[config.mk]
export PLATFORM = sky130hd
export DESIGN_NAME = rhcc_div
export DESIGN_NICKNAME = d
export VERILOG_FILES = /design/src/design/rgb_hsl_color_convert_top_defines.svh /design/src/design/rhcc_pkg.sv /design/src/design/rhcc_div.sv
export SDC_FILE = /design/constraint.sdc
export NUM_CORES = 1
export LEC_CHECK = 0
export ABC_AREA = 1
export ABC_CLOCK_PERIOD_IN_PS = 10200
export BUFFER_PORTS_ARGS = -buffer_cell sky130_fd_sc_hd__buf_4
export CORE_ASPECT_RATIO = 1.2
export CORE_MARGIN = 5
export CORE_UTILIZATION = 45
export CTS_CLUSTER_SIZE = 14
export DETAILED_ROUTE_END_ITERATION = 10
export GPL_ROUTABILITY_DRIVEN = 0
export PLACE_DENSITY = 0.63
export RECOVER_POWER = 50
export SLEW_MARGIN = 25
export SYNTH_ARGS = -nofsm -noshare
export SYNTH_HDL_FRONTEND = slang
export SYNTH_SLANG_ARGS = --single-unit
[constraint.sdc]
create_clock -name clk_i -period 10.2 [get_ports clk_i]
set_input_delay 0.51 -clock clk_i [delete_from_list [all_inputs] [get_ports clk_i]]
set_output_delay 0.51 -clock clk_i [all_outputs]
set_load 0.02 [all_outputs]
[src/design/rgb_hsl_color_convert_top_defines.svh]
// ----------------------------------------------------------------------------
// RGB/HSL converter assertion macros
// Shared property forms for the concurrent checks of the converter.
// ----------------------------------------------------------------------------
`ifndef RGB_HSL_COLOR_CONVERT_TOP_DEFINES_SVH
`define RGB_HSL_COLOR_CONVERT_TOP_DEFINES_SVH

// The consequent must hold in the same cycle as the antecedent.
`define RHCC_ASSERT_NOW(lbl, pre, post, msg) \
  lbl: assert property (@(posedge clk_i) disable iff (!rst_ni) (pre) |-> (post)) \
    else $error(msg);

// The consequent must hold in the cycle after the antecedent.
`define RHCC_ASSERT_NEXT(lbl, pre, post, msg) \
  lbl: assert property (@(posedge clk_i) disable iff (!rst_ni) (pre) |=> (post)) \
    else $error(msg);

`endif

[src/design/rhcc_pkg.sv]
// ----------------------------------------------------------------------------
// RGB/HSL converter package
// Command codes, fixed-point scale constants, divider sizing and the hue ramp.
// ----------------------------------------------------------------------------
package rhcc_pkg;

  // Operation selector carried with each input transaction.
  typedef enum logic [1:0] {
    CMD_TO_HSL = 2'd0,
    CMD_TO_RGB = 2'd1,
    CMD_ROTATE = 2'd2
  } cmd_e;

  // Saturation and lightness scale: 25600 is 100 percent.
  localparam logic [14:0] FULL_SCALE = 15'd25600;
  localparam logic [14:0] HALF_SCALE = 15'd12800;

  // Divider sizing. Both dividers must end up with the same stage count.
  localparam int unsigned DIV_DW  = 8;
  localparam int unsigned SAT_QW  = 15;
  localparam int unsigned SAT_SPS = 3;
  localparam int unsigned HUE_QW  = 10;
  localparam int unsigned HUE_SPS = 2;

  // Weight of the m2 - m1 term for a channel angle t in 0..360 degrees.
  function automatic logic [5:0] ramp_pos(input logic [8:0] t);
    logic [5:0] r;
    if (t < 9'd60) begin
      r = t[5:0];
    end else if (t < 9'd180) begin
      r = 6'd60;
    end else if (t < 9'd240) begin
      r = 6'(9'd240 - t);
    end else begin
      r = 6'd0;
    end
    return r;
  endfunction

endpackage

[src/design/rhcc_div.sv]
// ----------------------------------------------------------------------------
// Pipelined restoring divider
// Unsigned division, SPS quotient bits per register stage. The top DW bits
// of the numerator must be below the divisor.
// ----------------------------------------------------------------------------
module rhcc_div #(
  parameter int unsigned DW  = rhcc_pkg::DIV_DW,
  parameter int unsigned QW  = rhcc_pkg::SAT_QW,
  parameter int unsigned SPS = rhcc_pkg::SAT_SPS
) (
  input  logic             clk_i,
  input  logic             en_i,
  input  logic [DW+QW-1:0] num_i,
  input  logic [DW-1:0]    den_i,
  output logic [QW-1:0]    quot_o,
  output logic [DW-1:0]    rem_o
);

  localparam int unsigned NW     = DW + QW;
  localparam int unsigned STAGES = QW / SPS;

  logic [NW-1:0] acc_q [STAGES];
  logic [DW-1:0] den_q [STAGES];

  for (genvar s = 0; s < STAGES; s++) begin : g_stage
    logic [NW-1:0] acc_in;
    logic [NW-1:0] acc_d;
    logic [DW-1:0] den_in;

    if (s == 0) begin : g_first
      assign acc_in = num_i;
      assign den_in = den_i;
    end else begin : g_next
      assign acc_in = acc_q[s-1];
      assign den_in = den_q[s-1];
    end

    // Shift in one numerator bit, subtract when it fits, shift in the quotient bit.
    always_comb begin
      logic [DW:0] trial;
      logic        qbit;
      acc_d = acc_in;
      trial = '0;
      qbit  = 1'b0;
      for (int k = 0; k < int'(SPS); k++) begin
        trial = acc_d[NW-1:QW-1];
        qbit  = (trial >= {1'b0, den_in});
        if (qbit) begin
          trial = trial - {1'b0, den_in};
        end
        acc_d = {trial[DW-1:0], acc_d[QW-2:0], qbit};
      end
    end

    always_ff @(posedge clk_i) begin
      if (en_i) begin
        acc_q[s] <= acc_d;
        den_q[s] <= den_in;
      end
    end
  end

  assign quot_o = acc_q[STAGES-1][QW-1:0];
  assign rem_o  = acc_q[STAGES-1][NW-1:QW];

endmodule

# --- After elaboration in Yosys (flattened, before gate mapping) ---
# Memory sizes are Yosys's and may differ from the RTL's.
# Cells that the tools add are included.
op_classes:
  addsub: 15
  multipliers: 0
  n_div: 0
  magnitude_cmp: 15
  n_eq_ne: 0
  shifts: 0
  muxes: 17
  n_bitwise: 0
  n_reduce_logical: 0
op_table:
  columns: ["operator", "count"]
  rows:
  - ["greater-or-equal comparator 9 x 8 -> 1 bit", 15]
  - ["2-to-1 mux 8 bit", 15]
  - ["subtractor 8 bit", 15]
  - ["2-to-1 mux 1 bit", 2]
totals:
  reg_bits: 0
  latch_bits: 0
  ramBits: 155
  rom_bits: 0
  inputBits: 33
  out_inout_bits: 23
  word_cells: 49
  mem_count: 2
mem_list:
  columns: ["name", "depth", "width", "rd", "rd_ports_with_merged_regs", "wr", "line_no", "source"]
  rows:
  - ["acc_q", 5, 23, 5, 0, 5, "rhcc_div.sv:22", "logic [NW-1:0] acc_q [STAGES];"]
  - ["den_q", 5, 8, 4, 0, 5, "rhcc_div.sv:23", "logic [DW-1:0] den_q [STAGES];"]

# --- Logic depth before layout (Yosys ltp) ---
# Gate-level depths: netlist (run 1).
# An unclocked memory read counts as a cell.
depth:
  word_depth: 7
  depth_mapped: 34
  depth_no_buf: 32

# --- Least setup slack after synthesis (run 1) ---
# Ideal clock, no wire load.
synth_timing:
  kind: "input to register"
  startpoint: "input port den_i[6]"
  endpoint: "memory acc_q[0][16] in the netlist's numbering, data pin"
  setup_time_ns: 0.254
  t_arrival_ns: 4.495
  setup_slack_ns: 5.451
  cell_stages: 30
  n_path_buf: 1
  cell_sequence: "inv_1 ha_1 nand2_1 nand2_1 nand2_1 nand2_1 a21oi_4 nand2_4 nand2_1 o21a_1 inv_1 ha_1 nand2_1 o21ai_1 nand2_1 nand3_1 a21oi_4 nand2_4 buf_6 nand2_1 o21ai_4 ha_1 a21oi_1 nand2_1 nand4_1 nand3_1 a211oi_2 nand2_4 nand2_1 nand2_1"
synth_lines:
  columns: ["element", "line_no", "source"]
  rows:
  - ["start: declaration", "rhcc_div.sv:14", "input logic [DW-1:0] den_i,"]
  - ["end: declaration", "rhcc_div.sv:22", null]

==> impl_metrics.py, run 1 <==
metrics = {
    "synthesis": {
        "ys_seq_area_share_pct": 37.1,
        "netlist_instances": 1443,
        "syn_area_sq_um": 11900,
        "synth_edf_count": 147,
        "ys.warnings.count": 0,
        "synth.top_cells.by_count": "439 x nand2_1, 197 x inv_1, 147 x edfxtp_1",
        "ys_seq_elements": 147,
        "async_reset_ff_share_pct": 0,
        "synthDistinctLibCells": 42,
        "avgSynthCellArea_sq_um": 8.25,
        "yosysMostFrequentCell": "nand2_1",
        "yosys.area.top_type": "edfxtp_1",
        "netlist_top_cells_area": "edfxtp_1 37%, nand2_1 14%, ha_1 13%, inv_1 6.2%, nand3_1 3.9%",
        "yosysTopAreaCellShare_pct": 37.1,
        "syn_nets": 1611,
        "synth_flop_cell": "edfxtp_1",
    },
    "global_route": {
        "antenna_found_initial": 0,
        "grt_overflow_total": 0,
        "gr-usage-all-layers_pct": 18.0,
        "grt_max_degree": 80,
        "grt_pass1_wl_mm": 43.1,
        "grt_pass1_vias": 9107,
    },
    "outcome": {
        "status": "finished with violations",
        "violations": "max-capacitance violations, max-slew violations",
    },
    "route": {
        "post_drt_wl_per_cell_um": 14.4,
        "firstDrtPassIters": 5,
        "vias_per_cell": 5.11,
        "routed_wl_mm": 26.4,
        "drt_iter0_markers": 483,
        "ant_nets": 0,
        "vias": 9354,
        "remaining_drc_errors": 0,
    },
    "critical_path": {
        "worstPathRequired_ns": 10.38,
        "arrival_ns": 5.63,
        "worstPathMaxFanout": 13,
        "critPathLaunchType": "flip-flop",
        "cp-end-kind": "flip-flop",
        "path_class": "reg -> reg",
    },
    "cts": {
        "cts_buffers": 17,
        "worstSkewPairLatency_ns": 0.43,
        "clk_transition_reported_paths_ns": 0.07,
        "holdBufCountCts": 0,
        "ctsHtreeMaxLevel": 4,
        "cts_tree": "yes",
        "clk_path_buf_depth": 2,
        "cts_sinks": 147,
        "cts_setup_buffers": 0,
        "clockRootBuffer": "clkbuf_16",
        "cts_resized": 0,
    },
    "cells_and_area": {
        "multi_input_comb_area_sq_um": 6420,
        "num-nets-final": 1651,
        "final_util_pct": 49.5,
        "fill_cells": 2549,
        "drive_gt1_share_pct": 10.8,
        "antenna_cells": 0,
        "area_growth_pct": 9.01,
        "seqCellArea_sq_um": 4410,
    },
    "timing": {
        "holdWs_ns": 0.274,
        "fin_crit_ns": 5.45,
        "worst_slew_pin_slew_ns": 3.93,
        "fmaxAchievable_mhz": 183,
        "rsz0062_at_grt": "false",
        "layout_setup_ws_ns": 4.75,
        "setup-tns-final_ns": 0,
        "hold_viol": 0,
        "fin_skew_ns": 0.0156,
        "relSlewSlack_pct": -162,
        "finalSetupViolCount": 0,
        "maxSlewViolCount": 70,
        "timing.final.crit_share_pct": 53.4,
    },
    "floorplanning": {
        "io_pins": 56,
        "core-area_sq_um": 26200,
        "start_util_pct": 45.4,
        "row_count": 65,
        "die_w_um": 158,
        "die-area_sq_um": 29800,
        "die_h_um": 188,
    },
    "place": {
        "numPortBuffers": 55,
        "place_ws_ns": 4.66,
        "dp_hpwl_mm": 21.1,
    },
    "job": {
        "drv_cap": 1,
    },
    "worst_hold_path": {
        "hp-class": "in -> reg",
    },
}
[kinds of logic after synthesis]
group                      share of synthesized area [%]
AOI/OAI and AO/OA                                   7.32
and+or+nand+nor                                     26.8
DFF                                                 37.1
xor gates and xnor gates                            4.64
buffers and inverters                               8.98
adders and majority gates                           15.1
[sequential cells by signal, indices dropped and copies added, names as in the netlist]
register / flops
den_q: 32
acc_q: 115
[routing by layer]
| metal | share of wire (%) | track usage (%) | up-vias | routed length, um |
|---|---|---|---|---|
| li1 | - | - | 4836 | - |
| met5 | 0 | 0 | - | 0 |
| met2 | 51 | 32.7 | 199 | 13500 |
| met3 | 2.9 | 2.49 | 73 | 770 |
| met4 | 4.8 | 8.37 | 0 | 1250 |
| met1 | 41 | 20.5 | 4246 | 10900 |
[placed cells by master (no fill, tap or decap), types with 2 or more instances in the layout]
master and n:
nand2_1 439, inv_1 197, edfxtp_1 147, ha_1 120, nand3_1 92, a21oi_1 78, nor2_1 61, xor2_1 37
buf_4 35, nand4_1 33, xnor2_1 26, nand3b_1 23, o21ai_0 19, clkbuf_16 17, nand2_2 16, fa_1 15
clkbuf_4 12, or2_2 11, o21ai_2 11, inv_2 9, clkbuf_1 9, o21ai_1 8, nand2_4 8, o21a_1 7
a21oi_2 7, nand3_2 7, nor3_1 6, nor2_4 5, clkinv_4 5, clkinv_1 4, nor2_2 4, inv_6 4
a31oi_1 3, a21oi_4 2, nor4_1 2, a21o_1 2, o211ai_1 2, inv_8 2, clkinvlp_4 2
[area by class of cell]
class | count | share of cell area (%)
Inverter | 209 | 6.05
Tap cell | 335 | 3.23
Sequential cell | 147 | 34.0
Clock inverter | 15 | 0.964
Timing Repair Buffer | 56 | 2.98
Multi-Input combinational cell | 1052 | 49.5
Clock buffer | 17 | 3.28
[critical path, stage by stage, from the launching register on]
cell      delay (ns)
edfxtp_1        0.40
inv_1           0.20
ha_1            0.33
nand2_1         0.09
nand2_1         0.07
nand2_1         0.06
nand2_1         0.05
a21oi_1         0.27
nand2_2         0.24
o21ai_0         0.33
inv_1           0.08
ha_1            0.36
a21oi_1         0.17
o21a_1          0.12
nand2_1         0.06
nand2_1         0.20
nand3_2         0.29
nand2_1         0.15
o21ai_2         0.07
ha_1            0.36
a21oi_1         0.14
nand2_1         0.12
nand4_1         0.10
nand3_1         0.11
a21boi_0        0.39
nand3_2         0.25
nand2_1         0.11
nand2_1         0.07
[stage by stage]
step | area, sq um | cells
finish | 13000 | 1831
CTS | 13000 | 1831
detailed placement | 12500 | 1799
global placement | 12500 | 1799
floorplan | 11900 | 1443
global route | 13000 | 1831
[worst paths after layout]
kind                                              from                     end  slack [ns]  depth (start not counted)
worst max-delay path            den_q[0][22]$_DFFE_PP_  acc_q[0][85]$_DFFE_PP_        4.75                         27
worst min-delay path                          num_i[8]  acc_q[0][11]$_DFFE_PP_        0.27                          1
worst max register to register  den_q[0][22]$_DFFE_PP_  acc_q[0][85]$_DFFE_PP_        4.75                         27
worst min register to register  acc_q[0][32]$_DFFE_PP_  acc_q[0][58]$_DFFE_PP_        0.42                          0
Power of run 1 is not shown: default switching activity piles up to over one toggle a cycle in this logic, so the estimate is an artifact.
==> inputs of run 2 (changes only) <==
ABC_AREA = 0   (was 1)
ABC_CLOCK_PERIOD_IN_PS = 5300   (was 10200)
PLACE_DENSITY = 0.64   (was 0.63)
clock period = 5.3 ns   (was 10.2 ns; I/O delays follow)
==> impl_metrics.py, run 2 <==
metrics = {
    "outcome": {
        "status": "finished with violations",
        "violations": "max-capacitance violations, max-slew violations, negative setup slack",
    },
    "route": {
        "top_layer_used": "met4",
        "vias_per_cell": 5.24,
        "wl_met3_um": 635,
        "remaining_drc_errors": 0,
        "post_drt_wl_per_cell_um": 16.3,
        "met2_wirelength_mm": 16.4,
        "drt_iter0_markers": 384,
        "vias": 9398,
        "firstDrtPassIters": 4,
        "routed_wl_mm": 29.3,
        "wl_met1_mm": 11.1,
        "ant_nets": 0,
    },
    "cts": {
        "ctsHtreeMaxLevel": 4,
        "clk_transition_reported_paths_ns": 0.06,
        "clockRootBuffer": "clkbuf_16",
        "cts_tree": "yes",
        "clk_path_buf_depth": 2,
        "cts_sinks": 147,
        "worstSkewPairLatency_ns": 0.43,
        "cts_buffers": 17,
    },
    "timing": {
        "timing.final.crit_share_pct": 106,
        "finalSetupViolCount": 26,
        "layout_setup_ws_ns": -0.339,
        "rsz0062_at_grt": "true",
        "fin_crit_ns": 5.64,
        "hold_viol": 0,
        "worst_slew_pin_slew_ns": 4.52,
        "fmaxAchievable_mhz": 177,
        "relSlewSlack_pct": -202,
        "maxSlewViolCount": 87,
        "fin_skew_ns": 0.0110,
        "holdWs_ns": 0.0431,
    },
    "floorplanning": {
        "die_w_um": 154,
        "row_count": 63,
        "core-area_sq_um": 24700,
        "io_pins": 56,
        "start_util_pct": 45.5,
        "die-area_sq_um": 28200,
        "die_h_um": 183,
    },
    "synthesis": {
        "yosysMostFrequentCell": "edfxtp_1",
        "async_reset_ff_share_pct": 0,
        "ys_seq_elements": 147,
        "netlist_top_cells_area": "edfxtp_1 39%, ha_1 13%, mux2_2 8.3%, xnor2_1 3.3%, inv_1 3.2%",
        "synth_flop_cell": "edfxtp_1",
        "avgSynthCellArea_sq_um": 11.1,
        "synthDistinctLibCells": 75,
        "yosysTopAreaCellShare_pct": 39.3,
        "netlist_instances": 1010,
        "syn_area_sq_um": 11200,
        "yosys.area.top_type": "edfxtp_1",
        "synth.top_cells.by_count": "147 x edfxtp_1, 120 x ha_1, 95 x inv_1",
        "ys_seq_area_share_pct": 39.3,
        "ys.warnings.count": 0,
        "syn_nets": 1178,
        "synth_edf_count": 147,
    },
    "cells_and_area": {
        "area_growth_pct": 48.3,
        "final_cell_count_no_fill": 1794,
        "top_regs": "acc_q (115), den_q (32)",
        "largest-register": "acc_q",
        "drive_gt1_share_pct": 48.2,
        "fill_cells": 1867,
        "largest_reg_flops": 115,
        "antenna_cells": 0,
        "final_common_cell": "buf_4",
        "final_cell_mix": "404 x buf_4, 147 x edfxtp_1, 78 x ha_1, 75 x inv_1, 68 x nor2_1",
        "num-nets-final": 1624,
    },
    "critical_path": {
        "path_delay_family": "compound AO/OA/AOI/OAI gates",
        "arrival_ns": 5.81,
        "worstPathRequired_ns": 5.47,
        "critPathBufInv": 5,
        "rrSetupSlack_ns": -0.34,
        "cp_slowest_stage_delay_ns": 0.42,
        "worstPathMaxFanout": 5,
        "crit_chain": "inv_2, ha_4, nor2b_4, o31a_1, o21a_1, o32ai_4, buf_12, mux2_4, ha_4, and3_4, buf_6, a31oi_4, and3_4, clkinv_4, mux2_4, ha_4, a21o_1, a21o_1, a41o_1, or4_4, a31o_4, a211oi_4, buf_6, mux2_4",
        "cp_slowest_cell": "or4_4",
        "cp-end-kind": "flip-flop",
        "path_class": "reg -> reg",
        "critPathLaunchType": "flip-flop",
    },
    "global_route": {
        "grt_overflow_total": 0,
        "gr-usage-all-layers_pct": 20.7,
        "grt_pass1_vias": 9949,
        "antenna_found_initial": 0,
        "grt_max_degree": 87,
        "grt_pass1_wl_mm": 47.0,
    },
    "place": {
        "numPortBuffers": 55,
        "dp_hpwl_mm": 22.0,
        "dp.cells": 1698,
    },
    "worst_hold_path": {
        "hp-class": "in -> reg",
    },
    "job": {
        "drv_cap": 1,
    },
}
==> run 2: layout make-up <==
cell class / instances / area (sq um) / share of cell area, %
clock buffer: 20 / 437 / 2.62
multi-input combinational: 738 / 7400 / 44.4
timing repair buffer: 455 / 3490 / 21.0
inverter: 97 / 380 / 2.28
clock inverter: 12 / 131 / 0.788
tap: 325 / 407 / 2.44
sequential: 147 / 4410 / 26.5
==> run 2: timing repair <==
item | in CTS | in global routing
pin swaps | 42 | 36
setup buffers | 35 | 22
hold endpoints to repair | 5 | 1
gates resized for setup | 64 | 59
hold buffers | 5 | 1
setup endpoints to repair | 36 | 35
gates cloned | 3 | 0
==> run 2: kinds of logic (layout without fill, tap and decap cells) <==
group	count (synthesis)	in the layout	share of synthesized area [%]
AOI/OAI and AO/OA	222	224	14.2
and+or+nand+nor	206	206	9.49
DFF	147	147	39.3
adders and majority gates	135	135	16.0
buffers and inverters	127	584	5.12
muxes	111	111	11.0
xor gates and xnor gates	62	62	4.83
==> run 2: path summary, 6_finish.rpt <==
check | cells after the start | endpoint | start
worst max-delay path | 24 | acc_q[0][40]$_DFFE_PP_ | den_q[0][1]$_DFFE_PP_
worst min-delay path | 1 | acc_q[0][8]$_DFFE_PP_ | num_i[5]
worst max register to register | 24 | acc_q[0][40]$_DFFE_PP_ | den_q[0][1]$_DFFE_PP_
worst min register to register | 0 | acc_q[0][55]$_DFFE_PP_ | acc_q[0][29]$_DFFE_PP_
==> run 2: worst register-to-register path, delay by kind of cell (launching register included) <==
kind	cells	cell delay (ns)
AOI/OAI and AO/OA	9	1.85
and+or+nand+nor	4	0.94
muxes	3	0.94
adders and majority gates	3	0.67
buffers and inverters	5	0.61
DFF	1	0.41
==> run 2: per-layer routing <==
layer,vias up,GRT usage [%]
li1,4667,-
met1,4519,21.8
met5,-,0
met2,136,40.8
met4,0,8.34
met3,76,2.97
==> run 2: per-stage QoR <==
| step | setup WS [ns] | cell area (sq um) | setup TNS [ns] | util [%] |
|---|---|---|---|---|
| 2_1_floorplan | -0.657 | 11900 | -8.89 | - |
| 3_3_place_gp | -0.395 | 15000 | -10.83 | 60.9 |
| 3_5_place_dp | -0.535 | 15000 | -13.44 | 60.9 |
| 4_1_cts | -0.435 | 16300 | -6.60 | 66.0 |
| 5_1_grt | -0.553 | 16700 | -11.41 | 67.5 |
| 6_report | -0.339 | 16700 | -4.98 | 67.5 |
Power of run 2 is left out for the same reason.
==> inputs of run 3 (changes only) <==
CAP_MARGIN = 40   (was not set)
CORE_UTILIZATION = 58   (was 45)
GPL_ROUTABILITY_DRIVEN = not set   (was 0)
PLACE_DENSITY = 0.78   (was 0.64)
==> impl_metrics.py, run 3 (synthesis gave the netlist of run 2 again) <==
metrics = {
    "critical_path": {
        "arrival_ns": 6.17,
        "critPathLaunchType": "flip-flop",
        "critPathBufInv": 3,
        "path_class": "reg -> reg",
        "path_delay_family": "compound AO/OA/AOI/OAI gates",
        "crit_chain": "inv_2, ha_4, and3_4, a221o_1, a21oi_2, o211ai_4, mux2_4, inv_2, ha_4, nor2b_4, o31a_1, o31ai_4, a21oi_4, nor2_8, mux2i_2, ha_1, o21ai_2, a21oi_2, o41ai_4, a21oi_2, a221oi_4, buf_6, mux2_4",
        "cp-end-kind": "flip-flop",
        "worstPathRequired_ns": 5.49,
        "cp_slowest_cell": "edfxtp_1",
        "worstPathMaxFanout": 6,
        "crit_top_cell": "a21oi_2",
        "cp_slowest_stage_delay_ns": 0.44,
    },
    "cts": {
        "clk_transition_reported_paths_ns": 0.07,
        "worstSkewPairLatency_ns": 0.44,
        "cts_sinks": 147,
        "cts_tree": "yes",
        "cts_buffers": 17,
        "ctsHtreeMaxLevel": 4,
        "clk_path_buf_depth": 2,
        "clockRootBuffer": "clkbuf_16",
    },
    "cells_and_area": {
        "final_area_sq_um": 16800,
        "top_regs": "acc_q (115), den_q (32)",
        "final_common_cell": "buf_4",
        "largest_reg_flops": 115,
        "area_growth_pct": 49.7,
        "largest-register": "acc_q",
        "num-nets-final": 1617,
        "final_cell_mix": "387 x buf_4, 147 x edfxtp_1, 74 x inv_1, 67 x ha_1, 65 x nor2_1",
        "fill_cells": 777,
        "final_cell_count_no_fill": 1718,
        "drive_gt1_share_pct": 50.6,
    },
    "place": {
        "gp_congestion": 0.926,
        "placed_area_sq_um": 14700,
        "place_ws_ns": -0.498,
        "dp_hpwl_mm": 22.8,
        "dp.cells": 1597,
        "numPortBuffers": 55,
    },
    "route": {
        "top_layer_used": "met4",
        "routed_wl_mm": 42.1,
        "wl_met1_mm": 14.3,
        "post_drt_wl_per_cell_um": 24.5,
        "wl_met3_mm": 2.61,
        "ant_nets": 0,
        "drt_iter0_markers": 938,
        "remaining_drc_errors": 0,
        "vias": 10900,
        "met2_wirelength_mm": 21.4,
        "firstDrtPassIters": 5,
        "vias_per_cell": 6.36,
    },
    "timing": {
        "hold_viol": 0,
        "timing.final.crit_share_pct": 113,
        "fin_skew_ns": 0.00980,
        "maxSlewViolCount": 89,
        "worst_slew_pin_slew_ns": 4.93,
        "layout_setup_ws_ns": -0.685,
        "relSlewSlack_pct": -229,
        "fin_crit_ns": 5.99,
        "fmaxAchievable_mhz": 167,
        "finalSetupViolCount": 36,
        "rsz0062_at_grt": "true",
    },
    "global_route": {
        "grt_max_degree": 89,
        "grt_pass1_vias": 10600,
        "antenna_found_initial": 1,
        "gr-usage-all-layers_pct": 30.6,
        "grt_pass1_wl_mm": 52.8,
        "grt_overflow_total": 0,
    },
    "floorplanning": {
        "row_count": 55,
        "die_h_um": 162,
        "die-area_sq_um": 22300,
        "start_util_pct": 59.2,
        "die_w_um": 137,
        "core-area_sq_um": 19000,
        "io_pins": 56,
    },
    "worst_hold_path": {
        "hp-class": "in -> reg",
    },
    "outcome": {
        "violations": "max-capacitance violations, max-slew violations, negative setup slack",
        "status": "finished with violations",
    },
    "job": {
        "drv_cap": 1,
    },
}
-- run 3: changes by cell type in the layout (fill, tap and decap cells not counted), sizes merged, moves of 3 or more --
cell | previous run | this run
dlygate4sd3 | 6 | 10
clkinv | 4 | 11
clkinvlp | 6 | 3
buf | 421 | 407
-- run 3: path summary, 6_finish.rpt --
check	start	end	slack, ns	cells after the start
min reg2reg	acc_q[0][47]$_DFFE_PP_	acc_q[0][73]$_DFFE_PP_	0.42	0
max	acc_q[0][37]$_DFFE_PP_	acc_q[0][67]$_DFFE_PP_	-0.69	23
min	num_i[0]	acc_q[0][3]$_DFFE_PP_	0.02	1
max reg2reg	acc_q[0][37]$_DFFE_PP_	acc_q[0][67]$_DFFE_PP_	-0.69	23
-- run 3: repair_timing --
action,in CTS,in global routing
pin swaps,47,52
hold buffers,9,1
setup buffers,47,32
hold endpoints to repair,9,1
cloned,3,1
resized for setup,80,100
setup endpoints to repair,35,44
-- run 3: cell type report --
cell class,count,area (sq um),area share [%]
well taps,256,320,1.90
diodes,1,2.50,0.0149
inverters,97,385,2.29
multi-input cells,739,7700,45.8
flip-flops and latches,147,4410,26.2
repair buffers,447,3460,20.5
clock buffers,17,425,2.53
clock inverters,14,118,0.699
-- run 3: routing by layer --
| metal | global-route usage, % | vias up |
|---|---|---|
| met3 | 5.07 | 312 |
| met2 | 57.2 | 722 |
| met1 | 31.4 | 5240 |
| li1 | - | 4653 |
| met5 | 0 | - |
| met4 | 18.6 | 0 |
-- run 3: through the flow --
step	hold WS, ns	utilization (%)	setup TNS (ns)
2_1_floorplan	0.364	-	-8.89
3_3_place_gp	0.401	77.3	-8.69
3_5_place_dp	0.405	77.3	-13.08
4_1_cts	0.00401	84.8	-6.08
5_1_grt	0.0244	88.6	-22.29
6_report	0.0192	88.6	-16.54
-- run 3: worst register-to-register path, stage by stage (launching register included) --
cell      delay [ns]
edfxtp_1        0.44
inv_2           0.15
ha_4            0.22
and3_4          0.18
a221o_1         0.34
a21oi_2         0.22
o211ai_4        0.17
mux2_4          0.36
inv_2           0.07
ha_4            0.19
nor2b_4         0.13
o31a_1          0.35
o31ai_4         0.38
a21oi_4         0.15
nor2_8          0.18
mux2i_2         0.35
ha_1            0.34
o21ai_2         0.10
a21oi_2         0.12
o41ai_4         0.38
a21oi_2         0.12
a221oi_4        0.28
buf_6           0.20
mux2_4          0.31
Power of run 3 is left out for the same reason.
